<file path="src/rtl/core/kdtl_pkg.sv">
// shared types, constants and helpers for the k-nearest-neighbor list unit
package kdtl_pkg;

	localparam int MAX_NEIGHBORS = 16;
	localparam int ID_W          = 16;
	localparam int VAL_W         = 16;
	localparam int SQ_W          = 2 * VAL_W;
	localparam int DIST_W        = 39;
	localparam int RANK_W        = 4;
	localparam int CNT_W         = 5;
	localparam int ACT_W         = 2;

	localparam logic [ACT_W-1:0] ACT_CLEAR = 2'd0;
	localparam logic [ACT_W-1:0] ACT_ACC   = 2'd1;
	localparam logic [ACT_W-1:0] ACT_READ  = 2'd2;

	localparam logic [CNT_W-1:0] LIMIT_RESET = 5'd2;

	typedef logic [ID_W-1:0]   id_t;
	typedef logic [VAL_W-1:0]  val_t;
	typedef logic [SQ_W-1:0]   sq_t;
	typedef logic [DIST_W-1:0] dist_t;
	typedef logic [RANK_W-1:0] rank_t;
	typedef logic [CNT_W-1:0]  cnt_t;
	typedef logic [ACT_W-1:0]  act_t;

	typedef struct packed {
		id_t   id;
		dist_t distance;
		rank_t rank;
		cnt_t  count;
		logic  inserted;
		logic  empty;
		logic  last;
	} result_t;

	// controller to datapath
	typedef struct packed {
		logic load;
		logic clear;
		logic acc_step;
		logic acc_last;
		logic read_start;
		logic read_step;
		logic insert;
		logic emit_clear;
	} cmd_t;

	// datapath to controller
	typedef struct packed {
		logic out_free;
		logic read_last;
		cnt_t count;
	} sts_t;

	function automatic cnt_t eff_limit(input cnt_t lim);
		cnt_t k;
		k = lim;
		if (lim == '0) begin
			k = CNT_W'(1);
		end else if (lim > CNT_W'(MAX_NEIGHBORS)) begin
			k = CNT_W'(MAX_NEIGHBORS);
		end
		return k;
	endfunction

endpackage

</file>
<file path="src/rtl/core/kdtl_if.sv">
// channel interfaces: input items, result items, limit register writes
interface kdtl_in_if;
	logic                valid;
	logic                ready;
	kdtl_pkg::act_t      action;
	kdtl_pkg::id_t       candidate_id;
	kdtl_pkg::val_t      query_value;
	kdtl_pkg::val_t      candidate_value;
	logic                last_element;

	modport source (output valid, action, candidate_id, query_value, candidate_value,
		last_element, input ready);
	modport sink (input valid, action, candidate_id, query_value, candidate_value,
		last_element, output ready);
endinterface

interface kdtl_out_if;
	logic                valid;
	logic                ready;
	kdtl_pkg::id_t       neighbor_id;
	kdtl_pkg::dist_t     neighbor_distance;
	kdtl_pkg::rank_t     neighbor_rank;
	kdtl_pkg::cnt_t      list_count;
	logic                inserted;
	logic                list_empty;
	logic                last_result;

	modport source (output valid, neighbor_id, neighbor_distance, neighbor_rank, list_count,
		inserted, list_empty, last_result, input ready);
	modport sink (input valid, neighbor_id, neighbor_distance, neighbor_rank, list_count,
		inserted, list_empty, last_result, output ready);
endinterface

interface kdtl_cfg_if;
	logic                valid;
	logic                ready;
	kdtl_pkg::cnt_t      neighbor_limit;

	modport source (output valid, neighbor_limit, input ready);
	modport sink (input valid, neighbor_limit, output ready);
endinterface

</file>
<file path="src/rtl/core/knn_distance_topk_list_unit.sv">
// Squared-distance k-nearest-neighbor list. An accumulate item's squared difference is registered
// when it is taken and added in the next cycle, so a new descriptor element is taken only once
// the last is added, via the square register and the saturating 39-bit accumulator. After the
// last element an insert step compares the sum against all list entries in parallel and shifts
// the list, once the result register is free. A read emits one entry per cycle as results are
// taken, n results for n entries (one when empty); a clear empties the list and emits one result.
// A new item is accepted while a finished result still waits in the output register.
module knn_distance_topk_list_unit (
	input  logic         clk,
	input  logic         arst_n,
	kdtl_in_if.sink      item_in,
	kdtl_out_if.source   result_out,
	kdtl_cfg_if.sink     cfg
);
	import kdtl_pkg::*;

	cmd_t    cmd;
	sts_t    sts;
	result_t res;
	logic    res_valid;

	kdtl_ctrl u_ctrl (
		.clk       (clk),
		.arst_n    (arst_n),
		.in_valid  (item_in.valid),
		.in_action (item_in.action),
		.in_last   (item_in.last_element),
		.in_ready  (item_in.ready),
		.sts       (sts),
		.cmd       (cmd)
	);

	kdtl_datapath u_datapath (
		.clk       (clk),
		.arst_n    (arst_n),
		.cmd       (cmd),
		.sts       (sts),
		.in_id     (item_in.candidate_id),
		.in_query  (item_in.query_value),
		.in_cand   (item_in.candidate_value),
		.cfg_we    (cfg.valid),
		.cfg_data  (cfg.neighbor_limit),
		.res       (res),
		.res_valid (res_valid),
		.res_ready (result_out.ready)
	);

	assign cfg.ready = 1'b1;

	assign result_out.valid             = res_valid;
	assign result_out.neighbor_id       = res.id;
	assign result_out.neighbor_distance = res.distance;
	assign result_out.neighbor_rank     = res.rank;
	assign result_out.list_count        = res.count;
	assign result_out.inserted          = res.inserted;
	assign result_out.list_empty        = res.empty;
	assign result_out.last_result       = res.last;

	// at most one result load per cycle
	a_one_load: assert property (@(posedge clk) disable iff (!arst_n)
		$onehot0({cmd.insert, cmd.read_step, cmd.emit_clear}))
		else $error("more than one result load in a cycle");

	// a result is loaded only into a free output register
	a_load_free: assert property (@(posedge clk) disable iff (!arst_n)
		(cmd.insert || cmd.read_step || cmd.emit_clear) |-> sts.out_free)
		else $error("result loaded over a pending result");

	// list never holds more than its capacity
	a_count_max: assert property (@(posedge clk) disable iff (!arst_n)
		sts.count <= CNT_W'(MAX_NEIGHBORS))
		else $error("list count beyond capacity");

	// final read-out result returns the block to taking items
	a_read_end: assert property (@(posedge clk) disable iff (!arst_n)
		(cmd.read_step && sts.read_last) |=> item_in.ready)
		else $error("block not ready after final read-out transfer");

endmodule

</file>
<file path="src/rtl/core/kdtl_ctrl.sv">
// controller state machine sequencing accumulate, insert, read and clear
module kdtl_ctrl (
	input  logic            clk,
	input  logic            arst_n,
	input  logic            in_valid,
	input  kdtl_pkg::act_t  in_action,
	input  logic            in_last,
	output logic            in_ready,
	input  kdtl_pkg::sts_t  sts,
	output kdtl_pkg::cmd_t  cmd
);
	import kdtl_pkg::*;

	localparam logic [2:0] S_IDLE = 3'd0;
	localparam logic [2:0] S_ACC  = 3'd1;
	localparam logic [2:0] S_INS  = 3'd2;
	localparam logic [2:0] S_READ = 3'd3;
	localparam logic [2:0] S_CLR  = 3'd4;

	logic [2:0] state_q;
	logic [2:0] state_d;
	logic       last_q;
	logic       accept;

	assign in_ready = (state_q == S_IDLE);
	assign accept   = in_valid && in_ready;

	always_comb begin
		cmd     = '0;
		state_d = state_q;
		case (state_q)
			S_IDLE: begin
				if (accept) begin
					case (in_action)
						ACT_CLEAR: begin
							cmd.clear = 1'b1;
							state_d   = S_CLR;
						end
						ACT_ACC: begin
							cmd.load = 1'b1;
							state_d  = S_ACC;
						end
						ACT_READ: begin
							cmd.read_start = 1'b1;
							state_d        = S_READ;
						end
						default: state_d = S_IDLE;
					endcase
				end
			end
			S_ACC: begin
				cmd.acc_step = 1'b1;
				cmd.acc_last = last_q;
				state_d      = last_q ? S_INS : S_IDLE;
			end
			S_INS: begin
				if (sts.out_free) begin
					cmd.insert = 1'b1;
					state_d    = S_IDLE;
				end
			end
			S_READ: begin
				if (sts.out_free) begin
					cmd.read_step = 1'b1;
					if (sts.read_last) begin
						state_d = S_IDLE;
					end
				end
			end
			S_CLR: begin
				if (sts.out_free) begin
					cmd.emit_clear = 1'b1;
					state_d        = S_IDLE;
				end
			end
			default: state_d = S_IDLE;
		endcase
	end

	always_ff @(posedge clk or negedge arst_n) begin
		if (!arst_n) begin
			state_q <= S_IDLE;
			last_q  <= 1'b0;
		end else begin
			state_q <= state_d;
			if (accept) begin
				last_q <= in_last;
			end
		end
	end

endmodule

</file>
<file path="src/rtl/core/kdtl_datapath.sv">
// distance accumulator, sorted compare-and-shift list and result register
module kdtl_datapath (
	input  logic              clk,
	input  logic              arst_n,
	input  kdtl_pkg::cmd_t    cmd,
	output kdtl_pkg::sts_t    sts,
	input  kdtl_pkg::id_t     in_id,
	input  kdtl_pkg::val_t    in_query,
	input  kdtl_pkg::val_t    in_cand,
	input  logic              cfg_we,
	input  kdtl_pkg::cnt_t    cfg_data,
	output kdtl_pkg::result_t res,
	output logic              res_valid,
	input  logic              res_ready
);
	import kdtl_pkg::*;

	sq_t     sq_s1;
	id_t     id_q;
	dist_t   acc_q;
	dist_t   sum_s2;
	cnt_t    lim_q;
	cnt_t    cnt_q;
	rank_t   rd_idx_q;
	logic    out_valid_q;
	result_t res_q;
	result_t res_d;

	id_t     ids_q  [MAX_NEIGHBORS];
	dist_t   dist_q [MAX_NEIGHBORS];

	val_t                diff;
	logic [DIST_W:0]     acc_sum;
	dist_t               acc_sat;
	cnt_t                k;
	cnt_t                n;
	cnt_t                pos;
	cnt_t                li;
	cnt_t                n_ins;
	logic                drop;
	logic [MAX_NEIGHBORS-1:0] le;
	logic                read_last;
	logic                out_load;
	cnt_t                cfg_k;

	assign diff    = (in_query >= in_cand) ? (in_query - in_cand) : (in_cand - in_query);
	assign acc_sum = {1'b0, acc_q} + (DIST_W + 1)'(sq_s1);
	assign acc_sat = acc_sum[DIST_W] ? '1 : acc_sum[DIST_W-1:0];

	// insertion position among the first n sorted entries
	always_comb begin
		k = eff_limit(lim_q);
		n = (cnt_q > k) ? k : cnt_q;
		for (int i = 0; i < MAX_NEIGHBORS; i++) begin
			le[i] = (CNT_W'(i) < n) && (dist_q[i] <= sum_s2);
		end
		pos = CNT_W'(MAX_NEIGHBORS);
		for (int i = MAX_NEIGHBORS - 1; i >= 0; i--) begin
			if (!le[i]) begin
				pos = CNT_W'(i);
			end
		end
		drop  = (pos >= k);
		li    = (n < k) ? n : (k - CNT_W'(1));
		n_ins = (n < k) ? (n + CNT_W'(1)) : n;
	end

	assign read_last = (cnt_q == '0) || ((CNT_W'(rd_idx_q) + CNT_W'(1)) == cnt_q);
	assign out_load  = cmd.insert || cmd.read_step || cmd.emit_clear;
	assign cfg_k     = eff_limit(cfg_data);

	always_comb begin
		res_d = '0;
		if (cmd.insert) begin
			res_d.id       = id_q;
			res_d.distance = sum_s2;
			res_d.rank     = drop ? '0 : pos[RANK_W-1:0];
			res_d.count    = drop ? n : n_ins;
			res_d.inserted = !drop;
			res_d.last     = 1'b1;
		end else if (cmd.read_step) begin
			if (cnt_q == '0) begin
				res_d.empty = 1'b1;
				res_d.last  = 1'b1;
			end else begin
				res_d.id       = ids_q[rd_idx_q];
				res_d.distance = dist_q[rd_idx_q];
				res_d.rank     = rd_idx_q;
				res_d.count    = cnt_q;
				res_d.last     = read_last;
			end
		end else begin
			res_d.last = 1'b1;
		end
	end

	always_ff @(posedge clk or negedge arst_n) begin
		if (!arst_n) begin
			acc_q       <= '0;
			lim_q       <= LIMIT_RESET;
			cnt_q       <= '0;
			rd_idx_q    <= '0;
			out_valid_q <= 1'b0;
		end else begin
			if (cmd.clear) begin
				acc_q <= '0;
			end else if (cmd.acc_step) begin
				acc_q <= cmd.acc_last ? '0 : acc_sat;
			end

			if (cfg_we) begin
				lim_q <= cfg_data;
				if (cnt_q > cfg_k) begin
					cnt_q <= cfg_k;
				end
			end else if (cmd.clear) begin
				cnt_q <= '0;
			end else if (cmd.insert && !drop) begin
				cnt_q <= n_ins;
			end

			if (cmd.read_start) begin
				rd_idx_q <= '0;
			end else if (cmd.read_step) begin
				rd_idx_q <= rd_idx_q + RANK_W'(1);
			end

			if (out_load) begin
				out_valid_q <= 1'b1;
			end else if (res_ready) begin
				out_valid_q <= 1'b0;
			end
		end
	end

	always_ff @(posedge clk) begin
		if (cmd.load) begin
			sq_s1 <= diff * diff;
			id_q  <= in_id;
		end
		if (cmd.acc_step) begin
			sum_s2 <= acc_sat;
		end
		if (out_load) begin
			res_q <= res_d;
		end
		if (cmd.insert && !drop) begin
			for (int i = 0; i < MAX_NEIGHBORS; i++) begin
				if (CNT_W'(i) == pos) begin
					ids_q[i]  <= id_q;
					dist_q[i] <= sum_s2;
				end else if (i > 0 && CNT_W'(i) > pos && CNT_W'(i) <= li) begin
					ids_q[i]  <= ids_q[i-1];
					dist_q[i] <= dist_q[i-1];
				end
			end
		end
	end

	assign res           = res_q;
	assign res_valid     = out_valid_q;
	assign sts.out_free  = !out_valid_q || res_ready;
	assign sts.read_last = read_last;
	assign sts.count     = cnt_q;

endmodule
</file>
<file path="src/flat_wrapper.sv">
// flat-port wrapper written by rule: the top's interface ports become plain ports
module knn_distance_topk_list_unit_flat import kdtl_pkg::*;
  (clk, arst_n, item_in_valid, item_in_action, item_in_candidate_id, item_in_query_value, item_in_candidate_value, item_in_last_element, item_in_ready, result_out_valid, result_out_neighbor_id, result_out_neighbor_distance, result_out_neighbor_rank, result_out_list_count, result_out_inserted, result_out_list_empty, result_out_last_result, result_out_ready, cfg_valid, cfg_neighbor_limit, cfg_ready);
  kdtl_in_if item_in_i ();
  kdtl_out_if result_out_i ();
  kdtl_cfg_if cfg_i ();
  input  logic clk;
  input  logic arst_n;
  input wire logic [$bits(item_in_i.valid)-1:0] item_in_valid;
  input wire logic [$bits(item_in_i.action)-1:0] item_in_action;
  input wire logic [$bits(item_in_i.candidate_id)-1:0] item_in_candidate_id;
  input wire logic [$bits(item_in_i.query_value)-1:0] item_in_query_value;
  input wire logic [$bits(item_in_i.candidate_value)-1:0] item_in_candidate_value;
  input wire logic [$bits(item_in_i.last_element)-1:0] item_in_last_element;
  output wire logic [$bits(item_in_i.ready)-1:0] item_in_ready;
  output wire logic [$bits(result_out_i.valid)-1:0] result_out_valid;
  output wire logic [$bits(result_out_i.neighbor_id)-1:0] result_out_neighbor_id;
  output wire logic [$bits(result_out_i.neighbor_distance)-1:0] result_out_neighbor_distance;
  output wire logic [$bits(result_out_i.neighbor_rank)-1:0] result_out_neighbor_rank;
  output wire logic [$bits(result_out_i.list_count)-1:0] result_out_list_count;
  output wire logic [$bits(result_out_i.inserted)-1:0] result_out_inserted;
  output wire logic [$bits(result_out_i.list_empty)-1:0] result_out_list_empty;
  output wire logic [$bits(result_out_i.last_result)-1:0] result_out_last_result;
  input wire logic [$bits(result_out_i.ready)-1:0] result_out_ready;
  input wire logic [$bits(cfg_i.valid)-1:0] cfg_valid;
  input wire logic [$bits(cfg_i.neighbor_limit)-1:0] cfg_neighbor_limit;
  output wire logic [$bits(cfg_i.ready)-1:0] cfg_ready;
  assign item_in_i.valid = item_in_valid;
  assign item_in_i.action = item_in_action;
  assign item_in_i.candidate_id = item_in_candidate_id;
  assign item_in_i.query_value = item_in_query_value;
  assign item_in_i.candidate_value = item_in_candidate_value;
  assign item_in_i.last_element = item_in_last_element;
  assign item_in_ready = item_in_i.ready;
  assign result_out_valid = result_out_i.valid;
  assign result_out_neighbor_id = result_out_i.neighbor_id;
  assign result_out_neighbor_distance = result_out_i.neighbor_distance;
  assign result_out_neighbor_rank = result_out_i.neighbor_rank;
  assign result_out_list_count = result_out_i.list_count;
  assign result_out_inserted = result_out_i.inserted;
  assign result_out_list_empty = result_out_i.list_empty;
  assign result_out_last_result = result_out_i.last_result;
  assign result_out_i.ready = result_out_ready;
  assign cfg_i.valid = cfg_valid;
  assign cfg_i.neighbor_limit = cfg_neighbor_limit;
  assign cfg_ready = cfg_i.ready;
  knn_distance_topk_list_unit u_core (.clk(clk), .arst_n(arst_n), .item_in(item_in_i), .result_out(result_out_i), .cfg(cfg_i));
endmodule
</file>
<file path="config.mk">
export PLATFORM = sky130hd
export DESIGN_NAME = knn_distance_topk_list_unit_flat
export DESIGN_NICKNAME = d
export VERILOG_FILES = /design/src/rtl/core/kdtl_pkg.sv /design/src/rtl/core/kdtl_if.sv /design/src/rtl/core/knn_distance_topk_list_unit.sv /design/src/rtl/core/kdtl_ctrl.sv /design/src/rtl/core/kdtl_datapath.sv /design/src/flat_wrapper.sv
export SDC_FILE = /design/constraint.sdc
export NUM_CORES = 2
export LEC_CHECK = 0
export BUFFER_PORTS_ARGS = -buffer_cell sky130_fd_sc_hd__buf_2
export CAP_MARGIN = 15
export CORE_MARGIN = 4
export CORE_UTILIZATION = 45
export CTS_CLUSTER_DIAMETER = 80
export CTS_CLUSTER_SIZE = 28
export DETAILED_ROUTE_END_ITERATION = 7
export PLACE_DENSITY_LB_ADDON = 0.25
export SLEW_MARGIN = 40
export SYNTH_ARGS = -nofsm -noshare
export SYNTH_HDL_FRONTEND = slang
export SYNTH_SLANG_ARGS = --single-unit
</file>
<file path="constraint.sdc">
create_clock -name clk -period 18.6 [get_ports clk]
set_input_delay 0.93 -clock clk [delete_from_list [all_inputs] [get_ports clk]]
set_output_delay 0.93 -clock clk [all_outputs]
set_load 0.005 [all_outputs]
</file>
==> impl_metrics.yaml <==
detailed_routing:
  drc: 0
  wl_per_cell_um: 29.5
  routed_wl_um: 244000
  drt_iter0_markers: 5883
  ant_nets: 0
  vias_per_cell: 6.44
  firstDrtPassIters: 6
  vias: 53400
final_layout:
  final_cell_area_mm2: 0.0824
  nets: 7057
  syn_to_final_growth_pct: 7.85
  drive_gt1_frac: 0.249
  num-fill-cells: 14700
  final_cells: 8288
cts:
  insertion_delay_ps: 730
  cts_inserted_buffers: 66
  cts_root_buf: "clkbuf_16"
  cts.path.max_buffers: 3
  clk_pin_slew_ps: 110
  cts-resized-gates: 0
  ctsHoldBuffers: 0
  cts_tree: "done"
  clock_sinks: 1091
  htreeDepth: 3
  cts_setup_buffers: 0
critical_path:
  cp_max_fo: 21
  crit-reg2reg-launch: "u_core.u_datapath.sum_s2[36]"
  path_class: "primary input to register"
  start_kind: "primary input"
  crit_start: "item_in_query_value[0]"
  crit_path_frequent_cell: "fa_1"
  r2r_slack_ps: 7880
  end_kind: "register"
  crit_slowest_cell: "nand2_1"
  r2r.worst_path.cells: 24
  cpPeakStageDelay_ps: 660
  r2r-end: "u_core.u_datapath.dist_q[15][13]"
  worstPathArrival_ps: 11370
  critPathRequiredTime_ps: 19030
timing:
  period_share: 0.588
  fin_ws_ps: 7660
  finalCriticalPeriod_ps: 10940
  tightestPinTransition_ps: 916
  hold_viol: 0
  fin_skew_ps: 65.0
  slew_violations: 0
  slew_headroom: 0.389
  fin_tns_setup_ps: 0
  setup_viol: 0
  rsz0062_at_grt: "false"
  max_clock_freq_mhz: 91.4
synth:
  syn_area_per_cell_um2: 12.8
  synth_area_mm2: 0.0764
  yosys.area_share.adder: 0.176
  syn-num-nets: 7009
  yosys_warnings: 0
  yosys-top-cells-area: "edfxtp_1, ha_1, mux2_2"
  synth_common_cells: "edfxtp_1, ha_1, mux2_2"
  synth_top_area_frac: 0.406
  synthCells: 5976
  yosys_most_used_dff: "edfxtp_1"
  yosys.area_share.simple: 0.0687
  async_reset_ff_frac: 0.0532
  yosysTopAreaCell: "edfxtp_1"
  synthMuxAreaShare: 0.201
  ys_seq_area_frac: 0.425
  synth.most_common_cell: "edfxtp_1"
  synth-compound-area-share: 0.0840
  synth_top_family_by_area: "multiplexers"
  synth-xor-area-share: 0.0103
  yosys_register_bits: 1091
  synth_edf_count: 1033
  synthDistinctLibCells: 96
floorplan:
  design.core.area_mm2: 0.168
  die_w_um: 420
  ioPinCount: 131
  dieArea_mm2: 0.177
  rows: 150
  start_util: 0.455
  fp.dieH_um: 420
placement:
  io_buffers: 129
  gp_congestion: 0.937
  place_area_mm2: 0.0801
  pre_cts_ws_ps: 6970
  placed_cells: 8159
  hpwl_um: 174000
status:
  status: "finished clean"
min_path:
  hold_class: "primary input to async pin"
grt:
  grt_first_pass_wirelength_um: 358000
  grt_max_degree: 78
  grt_overflow: 0
  grt_pass1_vias: 52700
  grt_use_total: 0.273
  grt_antenna_before_repair: 12
run:
  max-cap-violations: 0
[metal layers]
| layer | track usage | vias to the layer above | part of all wire |
|---|---|---|---|
| met4 | 0.112 | 4 | 0.046 |
| li1 | - | 23100 | - |
| met2 | 0.447 | 2450 | 0.47 |
| met1 | 0.368 | 27400 | 0.40 |
| met5 | 0 | - | 0.000086 |
| met3 | 0.0359 | 440 | 0.078 |
[worst max path at each step]
stage,end,slack [ps],cells after the start
after floorplan,u_core.u_datapath.dist_q[6][0],7120,24
after global placement,u_core.u_datapath.sq_s1[31],7210,38
after detailed placement,u_core.u_datapath.sq_s1[31],6970,38
after CTS,u_core.u_datapath.sq_s1[31],7700,38
after global routing,u_core.u_datapath.sq_s1[31],6850,38
final,u_core.u_datapath.sq_s1[31],7660,38
[cell type report]
type                            instances  area, um^2  share of cell area
Antenna cell                            8        20.0            0.000243
Clock buffer                           73        1720              0.0209
Tap cell                             2204        2760              0.0335
Clock inverter                         47         567             0.00688
Multi-Input combinational cell       4253       41700               0.506
Timing Repair Buffer                  255        1790              0.0218
Inverter                              357        1350              0.0163
Sequential cell                      1091       32500               0.394
[through the flow]
step           utilization  hold slack (ps)
2_1_floorplan            -              470
3_3_place_gp         0.474              489
3_5_place_dp         0.477              486
4_1_cts              0.490              259
5_1_grt              0.491              302
6_report             0.491              256
[critical path, delay by kind of cell]
kind	cells	cell delay (ps)
AOI/OAI and AO/OA	12	3020
xor gates and xnor gates	2	730
adders and majority gates	9	3750
buffers and inverters	7	880
muxes	1	330
and+or+nand+nor	7	1690
[registers in the layout, summed over array words and instances (netlist names), 4 cells and up]
name and flops:
u_core.u_datapath.res 67, u_core.u_datapath.lim_q 5, u_core.u_datapath.id_q 16, u_core.u_datapath.dist_q 624, u_core.u_datapath.acc_q 39, u_core.u_datapath.cnt_q 5, u_core.u_datapath.sum_s2 39, u_core.u_datapath.sq_s1 31
u_core.u_datapath.rd_idx_q 4, u_core.u_datapath.ids_q 256
[cells in the final DEF, fill, tap and decap left out, types with 58 or more instances in the layout]
cell type,count
a21o_1,90
a21oi_1,314
buf_2,131
buf_4,97
clkbuf_16,68
edfxtp_1,1033
fa_1,166
ha_1,806
inv_1,334
mux2_2,734
mux4_2,275
nand2_1,346
nand3_1,94
nand4_1,113
nor2_1,247
o21ai_0,244
xnor2_1,58
[cells by family after synthesis]
kind of cell / after synthesis
flops: 1091
xor+xnor: 90
mux: 1089
simple gates: 1088
other cells: 1
buf+inv: 632
fa+ha+maj: 973
compound gates: 1012
Power is left out: the tool's default activity adds up to more than one toggle a clock period on the data nets, which glitch-free logic cannot reach.
